File: src/design/cdq_pkg.sv
// Shared types, widths and codes of the circular deque.
package cdq_pkg;

	// Depth of the ring and fixed field widths
	localparam int CDQ_DEPTH    = 16;
	localparam int CDQ_DATA_W   = 32;
	localparam int CDQ_MODE_W   = 3;
	localparam int CDQ_STATUS_W = 2;
	localparam int CDQ_COUNT_W  = 5;
	localparam int CDQ_CAP_W    = 5;

	// Capacity register after reset
	localparam logic [CDQ_CAP_W-1:0] CDQ_CAP_RESET = 5'd16;

	// Operation codes
	localparam logic [CDQ_MODE_W-1:0] MODE_PUSH_FRONT = 3'd0;
	localparam logic [CDQ_MODE_W-1:0] MODE_POP_FRONT  = 3'd1;
	localparam logic [CDQ_MODE_W-1:0] MODE_PUSH_REAR  = 3'd2;
	localparam logic [CDQ_MODE_W-1:0] MODE_POP_REAR   = 3'd3;
	localparam logic [CDQ_MODE_W-1:0] MODE_PEEK_FRONT = 3'd4;
	localparam logic [CDQ_MODE_W-1:0] MODE_CLEAR      = 3'd5;

	// Status codes
	localparam logic [CDQ_STATUS_W-1:0] STATUS_OK    = 2'd0;
	localparam logic [CDQ_STATUS_W-1:0] STATUS_FULL  = 2'd1;
	localparam logic [CDQ_STATUS_W-1:0] STATUS_EMPTY = 2'd2;

	// One request
	typedef struct packed {
		logic [CDQ_MODE_W-1:0] mode;
		logic [CDQ_DATA_W-1:0] value;
	} req_t;

	// One result
	typedef struct packed {
		logic [CDQ_DATA_W-1:0]   data;
		logic [CDQ_STATUS_W-1:0] status;
		logic [CDQ_COUNT_W-1:0]  count;
		logic                    is_empty;
		logic                    is_full;
	} rsp_t;

	// Write into the ring, applied at the tail cell
	typedef struct packed {
		logic                  wr;
		logic [CDQ_DATA_W-1:0] wr_data;
	} ring_ctl_t;

endpackage

File: src/design/cdq_cell.sv
// One storage cell of the rotating slot ring.
module cdq_cell
	import cdq_pkg::*;
(
	input  logic                  clk,
	input  logic [CDQ_DATA_W-1:0] shift_in,
	input  logic                  load,
	input  logic [CDQ_DATA_W-1:0] load_data,
	output logic [CDQ_DATA_W-1:0] q
);

	logic [CDQ_DATA_W-1:0] data_q;

	// Take the neighbour's slot, or new data when loading
	always_ff @(posedge clk) begin
		if (load) begin
			data_q <= load_data;
		end else begin
			data_q <= shift_in;
		end
	end

	assign q = data_q;

endmodule

File: src/design/cdq_ctrl.sv
// Sequencer of the circular deque: indices, count, ring head tracking, results.
module cdq_ctrl
	import cdq_pkg::*;
#(
	parameter int DEPTH = CDQ_DEPTH
) (
	input  logic                  clk,
	input  logic                  arst_n,
	input  logic                  req_valid,
	output logic                  req_stall,
	input  req_t                  req,
	output logic                  rsp_valid,
	input  logic                  rsp_stall,
	output rsp_t                  rsp,
	input  logic                  cfg_we,
	input  logic [CDQ_CAP_W-1:0]  cfg_wdata,
	input  logic [CDQ_DATA_W-1:0] head,
	output ring_ctl_t             ring
);

	localparam int IW = $clog2(DEPTH);
	localparam int WW = CDQ_CAP_W + 1;

	localparam logic [1:0] ST_IDLE = 2'd0;
	localparam logic [1:0] ST_SEEK = 2'd1;
	localparam logic [1:0] ST_EMIT = 2'd2;

	logic [1:0]              state_q;
	logic [1:0]              state_d;
	logic [CDQ_CAP_W-1:0]    cap_q;
	logic [IW-1:0]           pos_q;
	logic [IW-1:0]           front_q;
	logic [IW-1:0]           rear_q;
	logic [CDQ_COUNT_W-1:0]  count_q;
	logic [CDQ_MODE_W-1:0]   mode_q;
	logic [CDQ_DATA_W-1:0]   value_q;
	rsp_t                    res_q;
	rsp_t                    rsp_q;
	logic                    rsp_valid_q;

	logic [WW-1:0]           cap;
	logic                    full;
	logic                    empty;
	logic                    need_slot;
	logic                    wr_op;
	logic                    hit;
	logic [IW-1:0]           target;
	logic [IW-1:0]           nxt_front;
	logic [IW-1:0]           nxt_rear;
	logic [CDQ_COUNT_W-1:0]  nxt_count;
	logic [CDQ_DATA_W-1:0]   res_data;
	logic [CDQ_STATUS_W-1:0] res_status;
	logic                    accept;
	logic                    out_free;

	// Forward step with wrap at the capacity
	function automatic logic [IW-1:0] step_up(input logic [IW-1:0] idx,
		input logic [WW-1:0] c);
		logic [WW-1:0] n;
		n = WW'(idx) + WW'(1);
		return (n >= c) ? '0 : IW'(n);
	endfunction

	// Backward step with wrap at the capacity
	function automatic logic [IW-1:0] step_down(input logic [IW-1:0] idx,
		input logic [WW-1:0] c);
		logic [WW-1:0] m;
		m = c - WW'(1);
		return (idx == '0 || WW'(idx) > c) ? IW'(m) : idx - IW'(1);
	endfunction

	// Clamp the capacity register into one to DEPTH
	always_comb begin
		if (cap_q == '0) begin
			cap = WW'(1);
		end else if (WW'(cap_q) > WW'(DEPTH)) begin
			cap = WW'(DEPTH);
		end else begin
			cap = WW'(cap_q);
		end
	end

	assign full  = WW'(count_q) >= cap;
	assign empty = count_q == '0;

	// Decode the held request against the current indices
	always_comb begin
		need_slot  = 1'b0;
		wr_op      = 1'b0;
		target     = front_q;
		nxt_front  = front_q;
		nxt_rear   = rear_q;
		nxt_count  = count_q;
		res_data   = '0;
		res_status = STATUS_OK;
		unique case (mode_q)
			MODE_PUSH_FRONT: begin
				if (full) begin
					res_status = STATUS_FULL;
				end else begin
					need_slot = 1'b1;
					wr_op     = 1'b1;
					target    = step_down(front_q, cap);
					nxt_front = target;
					nxt_count = count_q + CDQ_COUNT_W'(1);
				end
			end
			MODE_POP_FRONT: begin
				if (empty) begin
					res_status = STATUS_EMPTY;
				end else begin
					need_slot = 1'b1;
					target    = front_q;
					res_data  = head;
					nxt_front = step_up(front_q, cap);
					nxt_count = count_q - CDQ_COUNT_W'(1);
				end
			end
			MODE_PUSH_REAR: begin
				if (full) begin
					res_status = STATUS_FULL;
				end else begin
					need_slot = 1'b1;
					wr_op     = 1'b1;
					target    = step_up(rear_q, cap);
					nxt_rear  = target;
					nxt_count = count_q + CDQ_COUNT_W'(1);
				end
			end
			MODE_POP_REAR: begin
				if (empty) begin
					res_status = STATUS_EMPTY;
				end else begin
					need_slot = 1'b1;
					target    = rear_q;
					res_data  = head;
					nxt_rear  = step_down(rear_q, cap);
					nxt_count = count_q - CDQ_COUNT_W'(1);
				end
			end
			MODE_PEEK_FRONT: begin
				if (empty) begin
					res_status = STATUS_EMPTY;
				end else begin
					need_slot = 1'b1;
					target    = front_q;
					res_data  = head;
				end
			end
			MODE_CLEAR: begin
				nxt_front = IW'(1);
				nxt_rear  = '0;
				nxt_count = '0;
			end
			default: begin
			end
		endcase
	end

	// Slot lined up at the ring head, or none needed
	assign hit      = !need_slot || (pos_q == target);
	assign accept   = req_valid && !req_stall;
	assign out_free = !rsp_valid_q || !rsp_stall;

	// Next state
	always_comb begin
		state_d = state_q;
		unique case (state_q)
			ST_IDLE: begin
				if (accept) begin
					state_d = ST_SEEK;
				end
			end
			ST_SEEK: begin
				if (hit) begin
					state_d = ST_EMIT;
				end
			end
			ST_EMIT: begin
				if (out_free) begin
					state_d = ST_IDLE;
				end
			end
			default: begin
				state_d = ST_IDLE;
			end
		endcase
	end

	// Control state, indices, count and capacity
	always_ff @(posedge clk or negedge arst_n) begin
		if (!arst_n) begin
			state_q     <= ST_IDLE;
			cap_q       <= CDQ_CAP_RESET;
			pos_q       <= '0;
			front_q     <= IW'(1);
			rear_q      <= '0;
			count_q     <= '0;
			rsp_valid_q <= 1'b0;
		end else begin
			state_q <= state_d;
			if (cfg_we) begin
				cap_q <= cfg_wdata;
			end
			// advance the head pointer with the ring
			pos_q <= (pos_q == IW'(DEPTH - 1)) ? '0 : pos_q + IW'(1);
			if (state_q == ST_SEEK && hit) begin
				front_q <= nxt_front;
				rear_q  <= nxt_rear;
				count_q <= nxt_count;
			end
			if (state_q == ST_EMIT && out_free) begin
				rsp_valid_q <= 1'b1;
			end else if (!rsp_stall) begin
				rsp_valid_q <= 1'b0;
			end
		end
	end

	// Hold the request and build the result
	always_ff @(posedge clk) begin
		if (accept) begin
			mode_q  <= req.mode;
			value_q <= req.value;
		end
		if (state_q == ST_SEEK && hit) begin
			res_q.data     <= res_data;
			res_q.status   <= res_status;
			res_q.count    <= nxt_count;
			res_q.is_empty <= nxt_count == '0;
			res_q.is_full  <= WW'(nxt_count) >= cap;
		end
		if (state_q == ST_EMIT && out_free) begin
			rsp_q <= res_q;
		end
	end

	assign req_stall    = state_q != ST_IDLE;
	assign rsp_valid    = rsp_valid_q;
	assign rsp          = rsp_q;
	assign ring.wr      = (state_q == ST_SEEK) && hit && wr_op;
	assign ring.wr_data = value_q;

`ifndef SYNTHESIS
	a_write_aligned: assert property (@(posedge clk) disable iff (!arst_n)
		ring.wr |-> (state_q == ST_SEEK && pos_q == target))
		else $error("ring write away from the addressed slot");

	a_accept_seek: assert property (@(posedge clk) disable iff (!arst_n)
		accept |=> (state_q == ST_SEEK))
		else $error("accepted request did not start a seek");

	a_count_on_seek: assert property (@(posedge clk) disable iff (!arst_n)
		(count_q != $past(count_q)) |-> ($past(state_q) == ST_SEEK))
		else $error("count changed outside a completed operation");

	a_index_range: assert property (@(posedge clk) disable iff (!arst_n)
		(WW'(front_q) < WW'(DEPTH)) && (WW'(rear_q) < WW'(DEPTH))
		&& (WW'(count_q) <= WW'(DEPTH)))
		else $error("index or count beyond the ring depth");
`endif

endmodule

File: src/design/circular_deque.sv
// Top level of the circular deque: rotating ring of slot cells and its sequencer.
//
//   channel  direction  handshake             payload
//   req      in         req_valid/req_stall   req_t  {mode, value}
//   rsp      out        rsp_valid/rsp_stall   rsp_t  {data, status, count, is_empty, is_full}
//   cfg      in         cfg_we                cfg_wdata (capacity in use)
//
// A taken request passes the seek and emit steps; in seek the sequencer waits for the addressed
// slot to rotate round the ring to the head cell, a wait that clear, refused and unused
// operations skip. The next request is taken only once the result has been issued.
// A stalled result holds the sequencer in its emit step; one more request is still taken
// while that result waits. Reset sets indices, count and capacity; slots stay undefined.
module circular_deque
	import cdq_pkg::*;
#(
	parameter int DEPTH = CDQ_DEPTH
) (
	input  logic                 clk,
	input  logic                 arst_n,
	input  logic                 req_valid,
	output logic                 req_stall,
	input  req_t                 req,
	output logic                 rsp_valid,
	input  logic                 rsp_stall,
	output rsp_t                 rsp,
	input  logic                 cfg_we,
	input  logic [CDQ_CAP_W-1:0] cfg_wdata
);

	logic [CDQ_DATA_W-1:0] cell_data [DEPTH];
	ring_ctl_t             ring;

	// Rotate slots one cell towards the head each cycle; load at the tail
	for (genvar i = 0; i < DEPTH; i++) begin : g_cell
		if (i == DEPTH - 1) begin : g_tail
			cdq_cell u_cell (
				.clk       (clk),
				.shift_in  (cell_data[0]),
				.load      (ring.wr),
				.load_data (ring.wr_data),
				.q         (cell_data[i])
			);
		end else begin : g_body
			cdq_cell u_cell (
				.clk       (clk),
				.shift_in  (cell_data[i+1]),
				.load      (1'b0),
				.load_data ('0),
				.q         (cell_data[i])
			);
		end
	end

	// Sequence requests against the ring head
	cdq_ctrl #(
		.DEPTH (DEPTH)
	) u_ctrl (
		.clk       (clk),
		.arst_n    (arst_n),
		.req_valid (req_valid),
		.req_stall (req_stall),
		.req       (req),
		.rsp_valid (rsp_valid),
		.rsp_stall (rsp_stall),
		.rsp       (rsp),
		.cfg_we    (cfg_we),
		.cfg_wdata (cfg_wdata),
		.head      (cell_data[0]),
		.ring      (ring)
	);

endmodule

File: config.mk
export PLATFORM = sky130hd
export DESIGN_NAME = circular_deque
export DESIGN_NICKNAME = d
export VERILOG_FILES = /design/src/design/cdq_pkg.sv /design/src/design/cdq_cell.sv /design/src/design/cdq_ctrl.sv /design/src/design/circular_deque.sv
export SDC_FILE = /design/constraint.sdc
export NUM_CORES = 1
export LEC_CHECK = 0
export BUFFER_PORTS_ARGS = -buffer_cell sky130_fd_sc_hd__buf_2
export CAP_MARGIN = 25
export CORE_ASPECT_RATIO = 0.75
export CORE_MARGIN = 4
export CORE_UTILIZATION = 63
export DETAILED_ROUTE_END_ITERATION = 7
export GPL_TIMING_DRIVEN = 0
export PLACE_DENSITY = 0.84
export SLEW_MARGIN = 10
export SYNTH_ARGS = -nofsm -noshare
export SYNTH_HDL_FRONTEND = slang
export SYNTH_SLANG_ARGS = --single-unit
export TNS_END_PERCENT = 100
File: constraint.sdc
create_clock -name clk -period 9.7 [get_ports clk]
set_input_delay 1.94 -clock clk [delete_from_list [all_inputs] [get_ports clk]]
set_output_delay 1.94 -clock clk [all_outputs]
set_load 0.005 [all_outputs]
==> impl_metrics.tcl <==
set metrics [dict create \
    cts_buffer_depth 3 \
    ff2ff_path_depth 15 \
    final_area_um2 19800 \
    grt_pass1_wl_um 44100 \
    drc 0 \
    placeableCoreArea_um2 26400 \
    ctsHoldBuffers 0 \
    final_core_util 0.752 \
    syn_avg_cell_area_um2 16.6 \
    fin_setup_tns_ns 0 \
    yosys.area.top_type "dfxtp_1" \
    final-setup-viol-count 0 \
    period_needed_ns 5.39 \
    r2r-start "u_ctrl.cap_q[1]" \
    clk_pin_slew_ns 0.07 \
    globalplace.congestion 0.886 \
    viasPerCell 5.01 \
    hold_violations 0 \
    synthesis.area_um2 17100 \
    drive_above_1_share 0.171 \
    clock_latency_ns 0.57 \
    ys_top_cells_by_count "dfxtp_1 (512), edfxtp_1 (117), ha_1 (34)" \
    synthArstFlopShare 0.0382 \
    period_share 0.555 \
    end_kind "flop" \
    finalWirelength_um 27900 \
    grt_use_total 0.192 \
    ys_ff_latch 654 \
    r2r_slack_ns 4.31 \
    drt-initial-drc-count 318 \
    cp-startpoint "u_ctrl.cap_q[1]" \
    r2r-end "u_ctrl.count_q[3]" \
    grt_overflow 0 \
    root_buffer "clkbuf_16" \
    cts_setup_buffers 0 \
    antenna_found_initial 0 \
    crit_type "flop to flop" \
    pwr_density_cell_nw_per_um2 308 \
    cts_resized 0 \
    p_leak_nw 8.08 \
    synth_edf_count 117 \
    htreeDepth 2 \
    multiInputGateArea_um2 2580 \
    crit_path_max_fanout 25 \
    synthCells 1035 \
    wl_per_cell_um 17.8 \
    num_vias 7837 \
    synthTopCellsByArea "dfxtp_1 (60%), edfxtp_1 (21%), dfrtp_1 (3.4%)" \
    yosysWarnings 0 \
    chipWidth_um 198 \
    cts_tree "done" \
    port_buffers 87 \
    slew_viol_final 0 \
    endpoint "u_ctrl.count_q[3]" \
    maxCapViolations 0 \
    outcome "completed" \
    slew_headroom 0.360 \
    grt_max_degree 26 \
    cp-start-kind "flop" \
    tightestPinTransition_ns 0.956 \
    diodes 0 \
    ff_latch_area_um2 14400 \
    num_rows 51 \
    worstPathRequired_ns 10.16 \
    ys_seq_area_frac 0.840 \
    syn-num-nets 1114 \
    ios 88 \
    netlist.area_leader.share 0.598 \
    ant_nets 0 \
    start_util 0.650 \
    syn_to_final_growth_pct 15.7 \
    synth_cell_types 66 \
    irDropWorstVdd_uv 196 \
    max_freq_mhz 186 \
    synth_top_flop_cell "dfxtp_1" \
    fillCellCount 1497 \
    dr.pass1.iters 4 \
    clock-skew-final_ns 0.0270 \
    clock_sinks 654 \
    hold_path.class "flop to flop" \
    placed_area_um2 18100 \
    die_y_um 151 \
    hpwl_um 17000 \
    arrival_ns 5.84 \
    yosysMostFrequentCell "dfxtp_1" \
    rsz0062_at_grt "no" \
    dieArea_um2 29900 \
    layout.nets 1257 \
    numCtsBuffers 51 \
    grt_pass1_vias 8031 \
]
[cells in the final DEF, fill, tap and decap left out, types with 21 or more instances in the layout]
cell       count
dfrtp_1       23
clkbuf_16     55
dfxtp_1      512
clkbuf_1      25
o21ai_0       21
edfxtp_1     117
a21oi_1       21
and2_1        33
mux2_1        33
ha_1          34
nand2_1       24
buf_2         88
nor2_1        28
inv_1         22
[critical path, cell delays in order (launching register included)]
cell and delay, ns:
dfrtp_1 0.41, nor3_1 0.19, nor2_1 0.06, nor2_1 0.72, ha_1 0.38, nand2b_1 0.14
a31oi_1 0.21, o21a_1 0.24, clkbuf_1 0.41, a211oi_1 0.16, o32ai_1 0.48, xnor2_1 0.21
a41oi_2 0.31, nor2_4 0.69, buf_12 0.28, mux2_2 0.36
[sequential cells by signal (all words and copies together), names as in the netlist, 3 cells and up]
signal / count
g_cell.g_body.u_cell.q: 480
u_ctrl.res_q: 41
u_ctrl.rsp: 41
g_cell.g_tail.u_cell.q: 32
u_ctrl.value_q: 32
u_ctrl.cap_q: 5
u_ctrl.count_q: 5
u_ctrl.front_q: 4
u_ctrl.pos_q: 4
u_ctrl.rear_q: 4
u_ctrl.mode_q: 3
[how the worst min path moves through the flow]
stage                     slack (ns)                            from  depth (start not counted)                        endpoint
after CTS                       0.31   g_cell[8].g_body.u_cell.q[31]                          0   g_cell[7].g_body.u_cell.q[31]
after global routing            0.31   g_cell[8].g_body.u_cell.q[31]                          0   g_cell[7].g_body.u_cell.q[31]
final                           0.30   g_cell[8].g_body.u_cell.q[31]                          0   g_cell[7].g_body.u_cell.q[31]
after detailed placement        0.31   g_cell[1].g_body.u_cell.q[24]                          0   g_cell[0].g_body.u_cell.q[24]
after floorplan                 0.31    g_cell[1].g_body.u_cell.q[0]                          0    g_cell[0].g_body.u_cell.q[0]
after global placement          0.31  g_cell[12].g_body.u_cell.q[13]                          0  g_cell[11].g_body.u_cell.q[13]
[routing by layer]
layer  wire length (um)  vias up  track usage
met5                  0        -            0
met4                528        0       0.0564
met3               1280       43       0.0411
met2              12900      181        0.304
met1              13200     3785        0.272
li1                   -     3828            -
[logic make-up (layout without fill, tap and decap cells)]
kind of cell | count (synthesis) | count (layout) | share of synthesized area
AND/OR/NAND/NOR | 136 | 136 | 0.0422
buffers and inverters | 43 | 229 | 0.0110
flip-flops | 654 | 654 | 0.840
AO/OA/AOI/OAI | 100 | 100 | 0.0399
multiplexers | 50 | 50 | 0.0328
adder cells (fa/ha/maj) | 37 | 37 | 0.0266
XOR/XNOR | 15 | 15 | 0.00767
[area by class of cell]
class                      instances  share of cell area
timing repair buffer              90              0.0254
sequential                       654               0.726
multi-input combinational        338               0.130
clock buffer                      73              0.0769
buffer                            21             0.00536
clock inverter                    23              0.0104
inverter                          22             0.00417
tap                              344              0.0217
[stage by stage]
stage                     hold WS (ns)  power [W]  worst slack (ns)  std cells
after floorplan                  0.310    0.00374              4.97       1035
after global placement           0.310    0.00401              3.25       1466
after global routing             0.315    0.00637              3.92       1565
after detailed placement         0.312    0.00406              4.31       1469
final                            0.301    0.00610              4.31       1565
after CTS                        0.311    0.00614              4.27       1565
[where the power goes]
group          switching (W)  internal, W
clock network       0.000923      0.00116
registers           0.000101      0.00305
logic               0.000532     0.000325
total                0.00156      0.00454
No activity file was read; power rests on OpenSTA's default activity.
